### src/design/mesi_l1_line_controller_core_macros.svh
// ----------------------------------------------------------------------------
// mesi_l1_line_controller_core_macros.svh
// assertion macros shared by the line controller rtl
// ----------------------------------------------------------------------------
`ifndef MESI_L1_LINE_CONTROLLER_CORE_MACROS_SVH
`define MESI_L1_LINE_CONTROLLER_CORE_MACROS_SVH

// same-cycle implication, checked out of reset
`define MESIL1_ASSERT_NOW(label, clk, rst_n, ante, cons, msg) \
	label: assert property (@(posedge clk) disable iff (!rst_n) (ante) |-> (cons)) \
		else $error(msg);

// next-cycle implication, checked out of reset
`define MESIL1_ASSERT_NEXT(label, clk, rst_n, ante, cons, msg) \
	label: assert property (@(posedge clk) disable iff (!rst_n) (ante) |=> (cons)) \
		else $error(msg);

`endif

### src/design/mesil1_pkg.sv
// ----------------------------------------------------------------------------
// mesil1_pkg
// message codes, core request codes and mesi line states
// ----------------------------------------------------------------------------
`timescale 1ns / 1ps

package mesil1_pkg;

	// message codes, narrowed to the configured message width where used
	localparam logic [7:0] MSG_EMPTY         = 8'd0;
	localparam logic [7:0] MSG_STORE_REQ     = 8'd2;
	localparam logic [7:0] MSG_WB_REQ        = 8'd12;
	localparam logic [7:0] MSG_LOAD_FWD      = 8'd16;
	localparam logic [7:0] MSG_STORE_FWD     = 8'd17;
	localparam logic [7:0] MSG_INV_FWD       = 8'd18;
	localparam logic [7:0] MSG_LOAD_FWDACK   = 8'd21;
	localparam logic [7:0] MSG_STORE_FWDACK  = 8'd22;
	localparam logic [7:0] MSG_INV_FWDACK    = 8'd23;
	localparam logic [7:0] MSG_NODATA_ACK    = 8'd28;
	localparam logic [7:0] MSG_DATA_ACK      = 8'd29;
	localparam logic [7:0] MSG_LOAD_REQ      = 8'd31;

	// encoding matches the granted state field
	typedef enum logic [1:0] {
		ST_I = 2'd0,
		ST_S = 2'd1,
		ST_E = 2'd2,
		ST_M = 2'd3
	} mesi_t;

	typedef enum logic [1:0] {
		OP_READ      = 2'd0,
		OP_WRITE     = 2'd1,
		OP_WRITEBACK = 2'd2,
		OP_NONE      = 2'd3
	} core_op_t;

endpackage

### src/design/mesil1_ifs.sv
// ----------------------------------------------------------------------------
// mesil1 channel interfaces
// valid/ready channels for the step word and the result word
// ----------------------------------------------------------------------------
`timescale 1ns / 1ps

interface mesil1_step_if #(
	parameter int DATA_BITS = 64,
	parameter int TAG_BITS  = 26,
	parameter int MSG_BITS  = 8
);
	logic                 valid;
	logic                 ready;
	logic [MSG_BITS-1:0]  l2_msg_type;
	logic [DATA_BITS-1:0] l2_msg_data;
	logic [TAG_BITS-1:0]  l2_msg_tag;
	logic [1:0]           granted_state;
	logic [1:0]           op;
	logic [TAG_BITS-1:0]  core_addr_tag;
	logic [DATA_BITS-1:0] core_write_data;

	modport source (
		output valid, l2_msg_type, l2_msg_data, l2_msg_tag, granted_state,
			op, core_addr_tag, core_write_data,
		input  ready
	);
	modport sink (
		input  valid, l2_msg_type, l2_msg_data, l2_msg_tag, granted_state,
			op, core_addr_tag, core_write_data,
		output ready
	);
endinterface

interface mesil1_result_if #(
	parameter int DATA_BITS = 64,
	parameter int TAG_BITS  = 26,
	parameter int MSG_BITS  = 8
);
	logic                 valid;
	logic                 ready;
	logic [MSG_BITS-1:0]  req_type;
	logic [TAG_BITS-1:0]  req_tag;
	logic [DATA_BITS-1:0] req_data;
	logic [MSG_BITS-1:0]  resp_type;
	logic [DATA_BITS-1:0] resp_data;

	modport source (
		output valid, req_type, req_tag, req_data, resp_type, resp_data,
		input  ready
	);
	modport sink (
		input  valid, req_type, req_tag, req_data, resp_type, resp_data,
		output ready
	);
endinterface

### src/design/mesi_l1_line_controller_core.sv
// ----------------------------------------------------------------------------
// mesi_l1_line_controller_core
// single-line l1 mesi controller: l2 messages and core requests in, channels out
// result path: an accepted step word passes the input reg, then the line regs
// throughput: 1 word per cycle while the result is not stalled; the line and channel regs update in one pass
// a stalled result holds the line regs and backs up into the input register
// reset: line invalid, both outgoing channels empty and zero; tag/data unset
// ----------------------------------------------------------------------------
`timescale 1ns / 1ps

`include "mesi_l1_line_controller_core_macros.svh"

module mesi_l1_line_controller_core #(
	parameter int DATA_BITS = 64,
	parameter int TAG_BITS  = 26,
	parameter int MSG_BITS  = 8
) (
	input  logic          clk,
	input  logic          arst_n,
	mesil1_step_if.sink   step,
	mesil1_result_if.source result
);
	import mesil1_pkg::*;

	localparam logic [MSG_BITS-1:0] T_EMPTY        = MSG_BITS'(MSG_EMPTY);
	localparam logic [MSG_BITS-1:0] T_STORE_REQ    = MSG_BITS'(MSG_STORE_REQ);
	localparam logic [MSG_BITS-1:0] T_WB_REQ       = MSG_BITS'(MSG_WB_REQ);
	localparam logic [MSG_BITS-1:0] T_LOAD_FWD     = MSG_BITS'(MSG_LOAD_FWD);
	localparam logic [MSG_BITS-1:0] T_STORE_FWD    = MSG_BITS'(MSG_STORE_FWD);
	localparam logic [MSG_BITS-1:0] T_INV_FWD      = MSG_BITS'(MSG_INV_FWD);
	localparam logic [MSG_BITS-1:0] T_LOAD_FWDACK  = MSG_BITS'(MSG_LOAD_FWDACK);
	localparam logic [MSG_BITS-1:0] T_STORE_FWDACK = MSG_BITS'(MSG_STORE_FWDACK);
	localparam logic [MSG_BITS-1:0] T_INV_FWDACK   = MSG_BITS'(MSG_INV_FWDACK);
	localparam logic [MSG_BITS-1:0] T_NODATA_ACK   = MSG_BITS'(MSG_NODATA_ACK);
	localparam logic [MSG_BITS-1:0] T_DATA_ACK     = MSG_BITS'(MSG_DATA_ACK);
	localparam logic [MSG_BITS-1:0] T_LOAD_REQ     = MSG_BITS'(MSG_LOAD_REQ);

	// input register
	logic                 valid_s1;
	logic [MSG_BITS-1:0]  msg_type_s1;
	logic [DATA_BITS-1:0] msg_data_s1;
	logic [TAG_BITS-1:0]  msg_tag_s1;
	logic [1:0]           granted_s1;
	logic [1:0]           op_s1;
	logic [TAG_BITS-1:0]  addr_tag_s1;
	logic [DATA_BITS-1:0] wdata_s1;

	// line and channel registers; the channel regs are the result word
	mesi_t                line_state_q;
	logic [TAG_BITS-1:0]  line_tag_q;
	logic [DATA_BITS-1:0] line_data_q;
	logic [MSG_BITS-1:0]  req_type_q;
	logic [TAG_BITS-1:0]  req_tag_q;
	logic [DATA_BITS-1:0] req_data_q;
	logic [MSG_BITS-1:0]  resp_type_q;
	logic [DATA_BITS-1:0] resp_data_q;
	logic                 out_valid_q;

	mesi_t                line_state_d;
	logic [TAG_BITS-1:0]  line_tag_d;
	logic [DATA_BITS-1:0] line_data_d;
	logic [MSG_BITS-1:0]  req_type_d;
	logic [TAG_BITS-1:0]  req_tag_d;
	logic [DATA_BITS-1:0] req_data_d;
	logic [MSG_BITS-1:0]  resp_type_d;
	logic [DATA_BITS-1:0] resp_data_d;

	logic advance;
	logic hit;
	logic core_ok;

	assign advance    = valid_s1 && (!out_valid_q || result.ready);
	assign step.ready = !valid_s1 || advance;

	always_ff @(posedge clk or negedge arst_n) begin
		if (!arst_n) begin
			valid_s1 <= 1'b0;
		end else if (step.ready) begin
			valid_s1 <= step.valid;
		end
	end

	always_ff @(posedge clk) begin
		if (step.valid && step.ready) begin
			msg_type_s1 <= step.l2_msg_type;
			msg_data_s1 <= step.l2_msg_data;
			msg_tag_s1  <= step.l2_msg_tag;
			granted_s1  <= step.granted_state;
			op_s1       <= step.op;
			addr_tag_s1 <= step.core_addr_tag;
			wdata_s1    <= step.core_write_data;
		end
	end

	assign hit     = (addr_tag_s1 == line_tag_q);
	assign core_ok = (msg_type_s1 == T_EMPTY) && (req_type_q == T_EMPTY);

	always_comb begin
		line_state_d = line_state_q;
		line_tag_d   = line_tag_q;
		line_data_d  = line_data_q;
		req_type_d   = req_type_q;
		req_tag_d    = req_tag_q;
		req_data_d   = req_data_q;
		resp_type_d  = resp_type_q;
		resp_data_d  = resp_data_q;

		priority if (msg_type_s1 == T_LOAD_FWD) begin
			if (line_state_q != ST_I) begin
				line_state_d = ST_S;
			end
			resp_data_d = line_data_q;
			resp_type_d = T_LOAD_FWDACK;
		end else if (msg_type_s1 == T_STORE_FWD) begin
			line_state_d = ST_I;
			resp_data_d  = line_data_q;
			resp_type_d  = T_STORE_FWDACK;
		end else if (msg_type_s1 == T_INV_FWD) begin
			line_state_d = ST_I;
			resp_type_d  = T_INV_FWDACK;
		end else if (msg_type_s1 == T_DATA_ACK) begin
			req_type_d   = T_EMPTY;
			resp_type_d  = T_EMPTY;
			line_data_d  = msg_data_s1;
			line_tag_d   = msg_tag_s1;
			line_state_d = mesi_t'(granted_s1);
		end else if (msg_type_s1 == T_NODATA_ACK) begin
			resp_type_d = T_EMPTY;
		end else if (core_ok && op_s1 == OP_READ) begin
			if (line_state_q == ST_I || !hit) begin
				req_type_d = T_LOAD_REQ;
			end
			req_tag_d = addr_tag_s1;
			// dirty victim goes out as a writeback
			if (!hit && line_state_q == ST_M) begin
				resp_type_d  = T_WB_REQ;
				resp_data_d  = line_data_q;
				line_state_d = ST_I;
			end
		end else if (core_ok && op_s1 == OP_WRITE) begin
			if (line_state_q == ST_I || line_state_q == ST_S || !hit) begin
				req_type_d = T_STORE_REQ;
			end
			req_tag_d  = addr_tag_s1;
			req_data_d = wdata_s1;
			if (hit && (line_state_q == ST_E || line_state_q == ST_M)) begin
				line_data_d  = wdata_s1;
				line_state_d = ST_M;
			end
			if (!hit && line_state_q == ST_M) begin
				resp_type_d  = T_WB_REQ;
				resp_data_d  = line_data_q;
				line_state_d = ST_I;
			end
		end else begin
			// unknown message, blocked or idle core request: no change
			line_state_d = line_state_q;
		end
	end

	always_ff @(posedge clk or negedge arst_n) begin
		if (!arst_n) begin
			line_state_q <= ST_I;
			req_type_q   <= T_EMPTY;
			req_tag_q    <= '0;
			req_data_q   <= '0;
			resp_type_q  <= T_EMPTY;
			resp_data_q  <= '0;
			out_valid_q  <= 1'b0;
		end else begin
			if (advance) begin
				line_state_q <= line_state_d;
				req_type_q   <= req_type_d;
				req_tag_q    <= req_tag_d;
				req_data_q   <= req_data_d;
				resp_type_q  <= resp_type_d;
				resp_data_q  <= resp_data_d;
				out_valid_q  <= 1'b1;
			end else if (result.ready) begin
				out_valid_q <= 1'b0;
			end
		end
	end

	// tag and data have no reset value
	always_ff @(posedge clk) begin
		if (advance) begin
			line_tag_q  <= line_tag_d;
			line_data_q <= line_data_d;
		end
	end

	assign result.valid     = out_valid_q;
	assign result.req_type  = req_type_q;
	assign result.req_tag   = req_tag_q;
	assign result.req_data  = req_data_q;
	assign result.resp_type = resp_type_q;
	assign result.resp_data = resp_data_q;

	`MESIL1_ASSERT_NEXT(a_data_ack_clears, clk, arst_n, advance && msg_type_s1 == T_DATA_ACK, req_type_q == T_EMPTY && resp_type_q == T_EMPTY, "data ack did not clear both channels")
	`MESIL1_ASSERT_NEXT(a_stall_holds_line, clk, arst_n, out_valid_q && !result.ready, $stable(line_state_q) && $stable(req_type_q) && $stable(resp_type_q), "line state moved while result stalled")
	`MESIL1_ASSERT_NEXT(a_write_hit_dirty, clk, arst_n, advance && core_ok && op_s1 == OP_WRITE && hit && (line_state_q == ST_E || line_state_q == ST_M), line_state_q == ST_M && line_data_q == $past(wdata_s1), "write hit on owned line not applied")
	`MESIL1_ASSERT_NOW(a_step_needs_slot, clk, arst_n, valid_s1 && out_valid_q && !result.ready, !step.ready, "step accepted with no room")

endmodule
### src/flat_wrapper.sv
// flat-port wrapper written by rule: the top's interface ports become plain ports
module mesi_l1_line_controller_core_flat import mesil1_pkg::*;
#(
	parameter int DATA_BITS = 64,
	parameter int TAG_BITS  = 26,
	parameter int MSG_BITS  = 8
)
  (clk, arst_n, step_valid, step_l2_msg_type, step_l2_msg_data, step_l2_msg_tag, step_granted_state, step_op, step_core_addr_tag, step_core_write_data, step_ready, result_valid, result_req_type, result_req_tag, result_req_data, result_resp_type, result_resp_data, result_ready);
  mesil1_step_if #(.DATA_BITS(DATA_BITS), .TAG_BITS(TAG_BITS), .MSG_BITS(MSG_BITS)) step_i ();
  mesil1_result_if #(.DATA_BITS(DATA_BITS), .TAG_BITS(TAG_BITS), .MSG_BITS(MSG_BITS)) result_i ();
  input  logic clk;
  input  logic arst_n;
  input wire logic [$bits(step_i.valid)-1:0] step_valid;
  input wire logic [$bits(step_i.l2_msg_type)-1:0] step_l2_msg_type;
  input wire logic [$bits(step_i.l2_msg_data)-1:0] step_l2_msg_data;
  input wire logic [$bits(step_i.l2_msg_tag)-1:0] step_l2_msg_tag;
  input wire logic [$bits(step_i.granted_state)-1:0] step_granted_state;
  input wire logic [$bits(step_i.op)-1:0] step_op;
  input wire logic [$bits(step_i.core_addr_tag)-1:0] step_core_addr_tag;
  input wire logic [$bits(step_i.core_write_data)-1:0] step_core_write_data;
  output wire logic [$bits(step_i.ready)-1:0] step_ready;
  output wire logic [$bits(result_i.valid)-1:0] result_valid;
  output wire logic [$bits(result_i.req_type)-1:0] result_req_type;
  output wire logic [$bits(result_i.req_tag)-1:0] result_req_tag;
  output wire logic [$bits(result_i.req_data)-1:0] result_req_data;
  output wire logic [$bits(result_i.resp_type)-1:0] result_resp_type;
  output wire logic [$bits(result_i.resp_data)-1:0] result_resp_data;
  input wire logic [$bits(result_i.ready)-1:0] result_ready;
  assign step_i.valid = step_valid;
  assign step_i.l2_msg_type = step_l2_msg_type;
  assign step_i.l2_msg_data = step_l2_msg_data;
  assign step_i.l2_msg_tag = step_l2_msg_tag;
  assign step_i.granted_state = step_granted_state;
  assign step_i.op = step_op;
  assign step_i.core_addr_tag = step_core_addr_tag;
  assign step_i.core_write_data = step_core_write_data;
  assign step_ready = step_i.ready;
  assign result_valid = result_i.valid;
  assign result_req_type = result_i.req_type;
  assign result_req_tag = result_i.req_tag;
  assign result_req_data = result_i.req_data;
  assign result_resp_type = result_i.resp_type;
  assign result_resp_data = result_i.resp_data;
  assign result_i.ready = result_ready;
  mesi_l1_line_controller_core #(.DATA_BITS(DATA_BITS), .TAG_BITS(TAG_BITS), .MSG_BITS(MSG_BITS)) u_core (.clk(clk), .arst_n(arst_n), .step(step_i), .result(result_i));
endmodule
### config.mk
export PLATFORM = sky130hd
export DESIGN_NAME = mesi_l1_line_controller_core_flat
export DESIGN_NICKNAME = d
export VERILOG_FILES = /design/src/design/mesil1_pkg.sv /design/src/design/mesil1_ifs.sv /design/src/design/mesi_l1_line_controller_core.sv /design/src/flat_wrapper.sv
export VERILOG_INCLUDE_DIRS = /design/src /design/src/design
export SDC_FILE = /design/constraint.sdc
export NUM_CORES = 1
export LEC_CHECK = 0
export ABC_AREA = 1
export BUFFER_PORTS_ARGS = -buffer_cell sky130_fd_sc_hd__buf_2
export CAP_MARGIN = 20
export CORE_AREA = 5 5 209 211
export CTS_CLUSTER_SIZE = 12
export DETAILED_ROUTE_END_ITERATION = 8
export DIE_AREA = 0 0 214 216
export SKIP_CTS_REPAIR_TIMING = 1
export SYNTH_ARGS = -nofsm -noshare
export SYNTH_HDL_FRONTEND = slang
export SYNTH_SLANG_ARGS = --single-unit
### constraint.sdc
create_clock -name clk -period 6.1 [get_ports clk]
set_clock_uncertainty 0.1 [all_clocks]
set_input_delay 1.22 -clock clk [delete_from_list [all_inputs] [get_ports clk]]
set_output_delay 1.22 -clock clk [all_outputs]
set_load 0.1 [all_outputs]
After elaboration in Yosys (flattened, before gate mapping)
Index checks and enable logic that the tools add are counted.
W data, S select, Z words.
{"block": "op_classes", "n_eq_ne": 19, "bitwise_logic": 6, "n_mux": 42, "n_reduce_logical": 39}
{"op": "$mux W64", "n": 13}
{"op": "$mux W8", "n": 14}
{"op": "$mux W26", "n": 2}
{"op": "$eq A8 B5 Y1 const B", "n": 5}
{"op": "$eq A26 B26 Y1", "n": 1}
{"op": "$reduce_and A8 Y1", "n": 3}
{"op": "$mux W2", "n": 11}
{"op": "$logic_not A8 Y1", "n": 2}
{"op": "$reduce_bool A6 Y1", "n": 2}
{"op": "$reduce_and A5 Y1", "n": 2}
{"op": "$reduce_bool A2 Y1", "n": 5}
{"op": "$ne A3 B1 Y1 const B", "n": 3}
{"op": "$logic_and A1 B1 Y1", "n": 7}
{"op": "$reduce_and A7 Y1", "n": 1}
{"op": "$reduce_bool A7 Y1", "n": 1}
{"op": "$logic_or A1 B1 Y1", "n": 6}
{"op": "$ne A6 B2 Y1 const B", "n": 1}
{"op": "$not A1 Y1", "n": 6}
{"op": "$reduce_and A6 Y1", "n": 1}
{"op": "$reduce_bool A3 Y1", "n": 2}
{"op": "$ne A5 B1 Y1 const B", "n": 1}
{"op": "$eq A2 B1 Y1 const B", "n": 2}
{"op": "$eq A2 B2 Y1 const B", "n": 2}
{"op": "$logic_not A2 Y1", "n": 2}
{"op": "7 further kinds", "n": 11}
{"block": "totals", "out_inout_bits": 172, "inputBits": 196, "ff_bits": 456, "wordCells": 123}

Longest topological paths before layout
Gate-level depths: netlist of the first run.
{"block": "depth", "depth_word": 12, "depth_mapped": 15, "ltp_nobuf": 15}

Worst setup path after synthesis of the first run
OpenSTA, ideal clock, no wires.
{"block": "synth_path", "kind": "input port to flip-flop", "startpoint": "input port result_ready", "endpoint": "register u_core.addr_tag_s1[0] (enable)", "required_ns": 5.456, "setup_ns": 0.544, "n_path_buf": 0, "slack_ns": -0.429, "arrival_time_ns": 5.886, "stages": 4, "path_cell_list": "inv_1 > nand3_1 > nand2_1 > inv_1"}
{"block": "synth_between", "elab_chain_len": 4}
{"element": "start: declaration", "line_no": "flat_wrapper.sv:28", "rtl": "input wire logic [$bits(result_i.ready)-1:0] result_ready;"}
{"element": "$logic_or A1 B1 Y1", "line_no": "mesi_l1_line_controller_core.sv:72", "rtl": "assign advance = valid_s1 && (!out_valid_q || result.ready);"}
{"element": "$logic_and A1 B1 Y1", "line_no": "mesi_l1_line_controller_core.sv:72"}
{"element": "$logic_or A1 B1 Y1", "line_no": "mesi_l1_line_controller_core.sv:73", "rtl": "assign step.ready = !valid_s1 || advance;"}
{"element": "named net step_ready", "line_no": "flat_wrapper.sv:21", "rtl": "output wire logic [$bits(step_i.ready)-1:0] step_ready;"}
{"element": "$logic_and A1 B1 Y1", "line_no": "mesi_l1_line_controller_core.sv:84", "rtl": "if (step.valid && step.ready) begin"}
{"element": "end signal: assignment", "line_no": "mesi_l1_line_controller_core.sv:90", "rtl": "addr_tag_s1 <= step.core_addr_tag;"}
{"element": "end: declaration", "line_no": "mesi_l1_line_controller_core.sv:45", "rtl": "logic [TAG_BITS-1:0] addr_tag_s1;"}
The timed path passes the listed nets, and every way through them passes these cells.
A chain may end at the register's enable or synchronous reset.

Worst setup path in the final report of the first run
{"block": "layout_path", "startpoint": "input port result_ready", "endpoint": "output port step_ready"}
{"block": "layout_between", "elab_chain_len": 3}
{"element": "$logic_or A1 B1 Y1", "line_no": "mesi_l1_line_controller_core.sv:72"}
{"element": "$logic_and A1 B1 Y1", "line_no": "mesi_l1_line_controller_core.sv:72"}
{"element": "$logic_or A1 B1 Y1", "line_no": "mesi_l1_line_controller_core.sv:73"}
{"element": "end: declaration", "line_no": "flat_wrapper.sv:21"}
Every way passes these cells.

==> results of run 1 <==
## stage by stage
stage	hold slack [ps]	util
6_report	315	0.487
5_1_grt	319	0.487
4_1_cts	311	0.487
3_5_place_dp	305	0.450
3_3_place_gp	301	0.449
2_1_floorplan	300	-
## final timing paths
| check | from | end | depth (start not counted) |
|---|---|---|---|
| worst max-delay path | result_ready | step_ready | 4 |
| worst min-delay path | u_core.msg_tag_s1[9] | u_core.line_tag_q[9] | 0 |
| worst max register to register | u_core.msg_type_s1[7] | u_core.result.resp_data[44] | 9 |
| worst min register to register | u_core.msg_tag_s1[9] | u_core.line_tag_q[9] | 0 |
| max in group asynchronous | arst_n | u_core.result.req_data[12] | 2 |
| min in group asynchronous | arst_n | u_core.result.req_data[28] | 1 |
## cells by family after synthesis
group,count (synthesis),synth area share
compound gates,153,0.0488
mux,14,0.00960
flops,447,0.767
buf+inv,168,0.0487
other cells,1,0.000228
simple gates,472,0.118
xor+xnor,14,0.00747
## flip-flops by register name (all words and copies together), names as in the netlist, 5 cells and up
name and count:
u_core.addr_tag_s1 26, u_core.result.req_tag 26, u_core.result.req_data 64, u_core.line_data_q 64, u_core.msg_tag_s1 26, u_core.msg_data_s1 64, u_core.result.resp_type 5, u_core.result.resp_data 64
u_core.line_tag_q 26, u_core.wdata_s1 64, u_core.msg_type_s1 8
## synthesized netlist by cell type (all sizes together)
master / n / share of area
nand2: 358 / 0.083
o211a: 1 / 0.00061
dfrtp: 165 / 0.25
a21boi: 1 / 0.00046
a21oi: 3 / 0.0018
edfxtp: 282 / 0.52
o21ai: 146 / 0.045
buf: 54 / 0.023
nand3: 78 / 0.024
xnor2: 10 / 0.0053
nor3: 1 / 0.00030
o22ai: 1 / 0.00038
mux2: 14 / 0.0096
or2: 2 / 0.00076
clkbuf: 7 / 0.0016
inv: 107 / 0.024
xor2: 4 / 0.0021
nor2: 28 / 0.0082
conb: 1 / 0.00023
nand4: 5 / 0.0023
o211ai: 1 / 0.00076
## power by group
group	internal, mW	switching [mW]
logic	0.0771	0.196
registers	3.36	0.0326
clock network	1.68	1.17
total	5.11	1.39
## per-layer routing
layer  routed length (um)  track usage
met1                16800        0.214
met2                18800        0.273
met3                 2300       0.0437
met4                 1180       0.0606
met5                   80            0
## area by class of cell
| type | instances | area (um2) |
|---|---|---|
| multi-input cells | 659 | 3070 |
| clock buffers | 71 | 1360 |
| diodes | 2 | 5.00 |
| flip-flops and latches | 447 | 12600 |
| well taps | 539 | 674 |
| inverters | 107 | 410 |
| clock inverters | 18 | 191 |
| repair buffers | 372 | 1960 |
| fillers | 3710 | 21300 |
## layout by cell type, fill, tap and decap left out, types with 4 or more instances in the layout
master / synthesis / layout
buf_2: 27 / 360
xnor2_1: 10 / 10
edfxtp_1: 282 / 282
clkbuf_1: 7 / 17
nand2_1: 355 / 355
o21ai_1: 67 / 67
clkinv_2: 0 / 7
nor2_1: 22 / 21
clkinv_1: 0 / 5
dfrtp_1: 165 / 165
nand3_1: 77 / 77
xor2_1: 4 / 4
nor2_2: 3 / 4
mux2_2: 14 / 14
clkbuf_8: 0 / 6
inv_1: 103 / 102
o21ai_0: 78 / 78
nand4_1: 4 / 4
conb_1: 1 / 6
clkbuf_16: 0 / 49
buf_4: 18 / 7
==> run metrics, run 1 <==
status completed; drt drc 0; clk sinks ~450; power density over cell area 321 nW/um2; Fmax around 0.31 GHz; setup TNS 0 ps; CTS H-Tree Depth 2; post-synthesis cell type count 34; Tmin final between 3000 and 4000 ps; max incr delay on CP approximately 440 ps; Syn Area/Cell roughly 13 um2; FF-to-FF setup slack 3090 ps; initial core utilization 0.395; register area share after synthesis 0.767; Via density roughly 4.6; CP Capture Type output port; first-pass GRT wire length 60100 um; Final Hold Viols 0; Inst Count DP approximately 2100; All-Layer GR Usage 0.166; global route overflow 0; Post-Layout Cell Count about 2200; ANT nets after route 0; Clock Latency Late Sink between 500 and 600 ps; Die ar. around 46000 um2; CTS max path bufs 3; crit path buf inv count 3; crit path launch type input port; Root Buffer clkbuf_16; initial antenna violation count 8; per-cell routed wire length roughly 18 um; post-route cell area ~20000 um2; MaxCap Viol Count 0; Max VDD drop approximately 0.00021 V; DR iter-0 viols 648; period utilization 0.524; vias in the first global route roughly 10000; Setup CP Type input port to output port; Die Span X 214 um; Leakage around 9.4 nW; Area Growth Syn to Fin 23.4%; TritonCTS buffer count 48; crit-path max FO 3; routed wire length 39100 um; DR pass1 iterations 4; worst path arrival time around 1900 ps; Placed Area 18700 um2; DP HPWL about 27000 um; GPL Wtd Cong between 0.8 and 0.9; RSZ-0062 raised after global routing no; CP cell instances buf_2 -> inv_1 -> nand3_1 -> buf_2; Top Ports between 300 and 400; worst hold path type register to register; via count between 10000 and 15000; largest net degree at the start of global routing between 100 and 150; Cells after Synth 1269; clk slew on worst S/H paths approximately 60 ps; Final setup viols 0; core area around 42000 um2; warning count from the yosys run 0; Setup Slack @ Placement roughly 2400 ps; worst-margin pin slew ~870 ps; fin. max-slew vios 0; share of layout cells above drive strength 1 0.285; family with the most delay on the worst path buffers and inverters; CTS tree yes; CP dominant cell by count buf_2; Mapped Area around 16000 um2; slowest stage cell, crit path buf_2; Pwr Total between 6 and 7 mW; NumNets Final around 1800; die height around 220 um; WP data required approximately 4800 ps; Seq cells post-synth approximately 450; Rel. slew slack 0.422; IO Port Bufs 361; Row Count between 70 and 80; Worst Slack Setup Final ~2900 ps
No activity file was read; power rests on OpenSTA's default activity.
==> inputs of run 2 (changes only) <==
- clock period: 6.1 -> 3 ns (I/O delays scaled with it)
==> run metrics, run 2 (synthesized netlist as in run 1, its figures left out) <==
status completed; CTS tree yes; period utilization 0.838; TritonCTS buffer count 48 (unchanged); crit-path max FO 32 (+29); DR iter-0 viols 628 (-3.1%); share of layout cells above drive strength 1 0.296 (+0.0110); Clock Latency Late Sink 580 ps (about the same); Final setup viols 0 (unchanged); RSZ-0062 raised after global routing no; die height 216 um (unchanged); Row Count 75 (unchanged); Psw 2.84 mW (+100%); CTS max path bufs 3 (unchanged); initial antenna violation count 7 (-1); worst-margin pin slew 734 ps (-131 ps); first-pass GRT wire length 61100 um (+1.6%); MaxCap Viol Count 0 (unchanged); clock share of power 0.430 (-0.007); Tmin final roughly 2500 ps; Die ar. 46200 um2 (unchanged); per-cell routed wire length 17.6 um (-0.32%); clk slew on worst S/H paths 60 ps (about the same); max incr delay on CP 400 ps (-40 ps); slowest stage cell, crit path edfxtp_1; Die Span X 214 um (unchanged); DR pass1 iterations 5 (+1); All-Layer GR Usage 0.168 (+0.00203); combinational power share 0.043 (about the same); global route overflow 0 (unchanged); crit path buf inv count 2 (-1); part of the power in registers 0.526 (+0.005); Sw Ratio 0.216 (+0.00214); CP cell instances nand2_1 -> nand2_1 -> nor2_1 -> nand3_1 -> nor2_1 -> nand2_1 -> nand2_1 -> o21ai_4 -> buf_16 -> nand2_4 -> buf_4 -> nand2_1 -> nand2_1; setup TNS 0 ps (unchanged); NumNets Final 1842 (+0.60%); post-route cell area 20400 um2 (+0.79%); Leakage 9.41 nW (+0.55%); Placed Area 18900 um2 (+0.80%); Fmax 0.398 GHz; critical path depth 13 (+9); power density over cell area 643 nW/um2 (+100%); uppermost layer routed met5; clk sinks 447 (unchanged); Root Buffer clkbuf_16; GPL Wtd Cong 0.840 (+2.5%); Area Growth Syn to Fin 24.3%; CTS H-Tree Depth 2 (unchanged); Worst Hold Path Cells 1 (+1); DP HPWL 26900 um (+1.0%); crit path launch type register; CP dominant cell by count nand2_1; drt drc 0 (unchanged); routed wire length 39200 um (+0.22%); initial core utilization 0.395 (unchanged); met1 wire length 16000 um (-4.7%); worst path arrival time 2910 ps (+1030 ps); fin. max-slew vios 0 (unchanged); most frequent cells in the layout 360 x buf_2, 353 x nand2_1, 282 x edfxtp_1; largest net degree at the start of global routing 129 (+17%); vias in the first global route 10700 (+3.0%); Via density 4.62 (+0.61%); worst hold path type input port to register; Pwr Total 13.1 mW (+100%); Final Hold Viols 0 (unchanged); core area 41600 um2 (unchanged); met2 WL 19200 um (+2.3%); Rel. slew slack 0.510 (+0.0884); Max VDD drop 0.000433 V (+110%); CP Capture Type register; via count 10300 (+1.2%); IO Port Bufs 361 (unchanged); Top Ports 368 (unchanged); ANT nets after route 0 (unchanged); WP data required 3400 ps (-1380 ps); Power Internal 10.3 mW (+100%); DR WL met3 2720 um (+18%); most common cell after layout, fill and taps aside buf_2; family with the most delay on the worst path simple AND/OR/NAND/NOR gates; Setup CP Type register to register; reg2reg path depth 13 (+4)
-- run 2: changes by cell type in the layout (fill, tap and decap cells not counted), sizes merged --
| cell | delta |
|---|---|
| buf | +10 |
| clkbuf | +2 |
| bufinv | -2 |
| clkinv | -4 |
| diode | +3 |
| dlygate4sd3 | +1 |
| inv | +1 |
| clkinvlp | +1 |
-- run 2: final timing paths --
path                                         from                     endpoint  slack [ps]
max                         u_core.addr_tag_s1[6]  u_core.result.resp_data[23]         490
min                        step_core_addr_tag[23]       u_core.addr_tag_s1[23]          90
max reg2reg                 u_core.addr_tag_s1[6]  u_core.result.resp_data[23]         490
min reg2reg                  u_core.msg_tag_s1[6]         u_core.line_tag_q[6]         310
max in group asynchronous                  arst_n    u_core.result.req_data[1]        1530
min in group asynchronous                  arst_n  u_core.result.resp_data[43]         510
-- run 2: metal layers --
layer,track usage,vias to the layer above
li1,-,5015
met1,0.207,4885
met2,0.283,301
met3,0.0497,75
met4,0.0623,8
met5,0,-
-- run 2: worst reg2reg max path, delay by kind of cell (launching register included) --
kind            cells  cell delay [ps]
buf+inv             2              570
simple gates       10             1210
flops               1              400
compound gates      1              160
-- run 2: layout make-up --
cell class / count / area, um2
Clock inverter: 14 / 131
Tap cell: 539 / 674
Antenna cell: 5 / 12.5
Timing Repair Buffer: 383 / 2100
Inverter: 107 / 410
Sequential cell: 447 / 12600
Multi-Input combinational cell: 659 / 3100
Fill cell: 3688 / 21100
Clock buffer: 73 / 1390
-- run 2: stage by stage --
step / hold slack [ps] / instances / worst slack (ps) / utilization
global route: 51.4 / 2225 / 199 / 0.491
CTS: -45.3 / 2220 / 92.1 / 0.490
detailed placement: 305 / 2133 / 110 / 0.454
floorplan: 204 / 1274 / -1500 / -
finish: 95.0 / 2227 / 486 / 0.491
global placement: 302 / 2133 / 180 / 0.454
-- run 2: power groups by stage --
stage / Combinational (mW) / Sequential [mW] / Clock [mW]
after global routing: 0.636 / 6.92 / 6.11
after floorplan: 0.242 / 7.08 / 0
after global placement: 0.575 / 7.02 / 0
final: 0.571 / 6.90 / 5.65
after detailed placement: 0.583 / 7.03 / 0
after CTS: 0.585 / 6.90 / 5.83
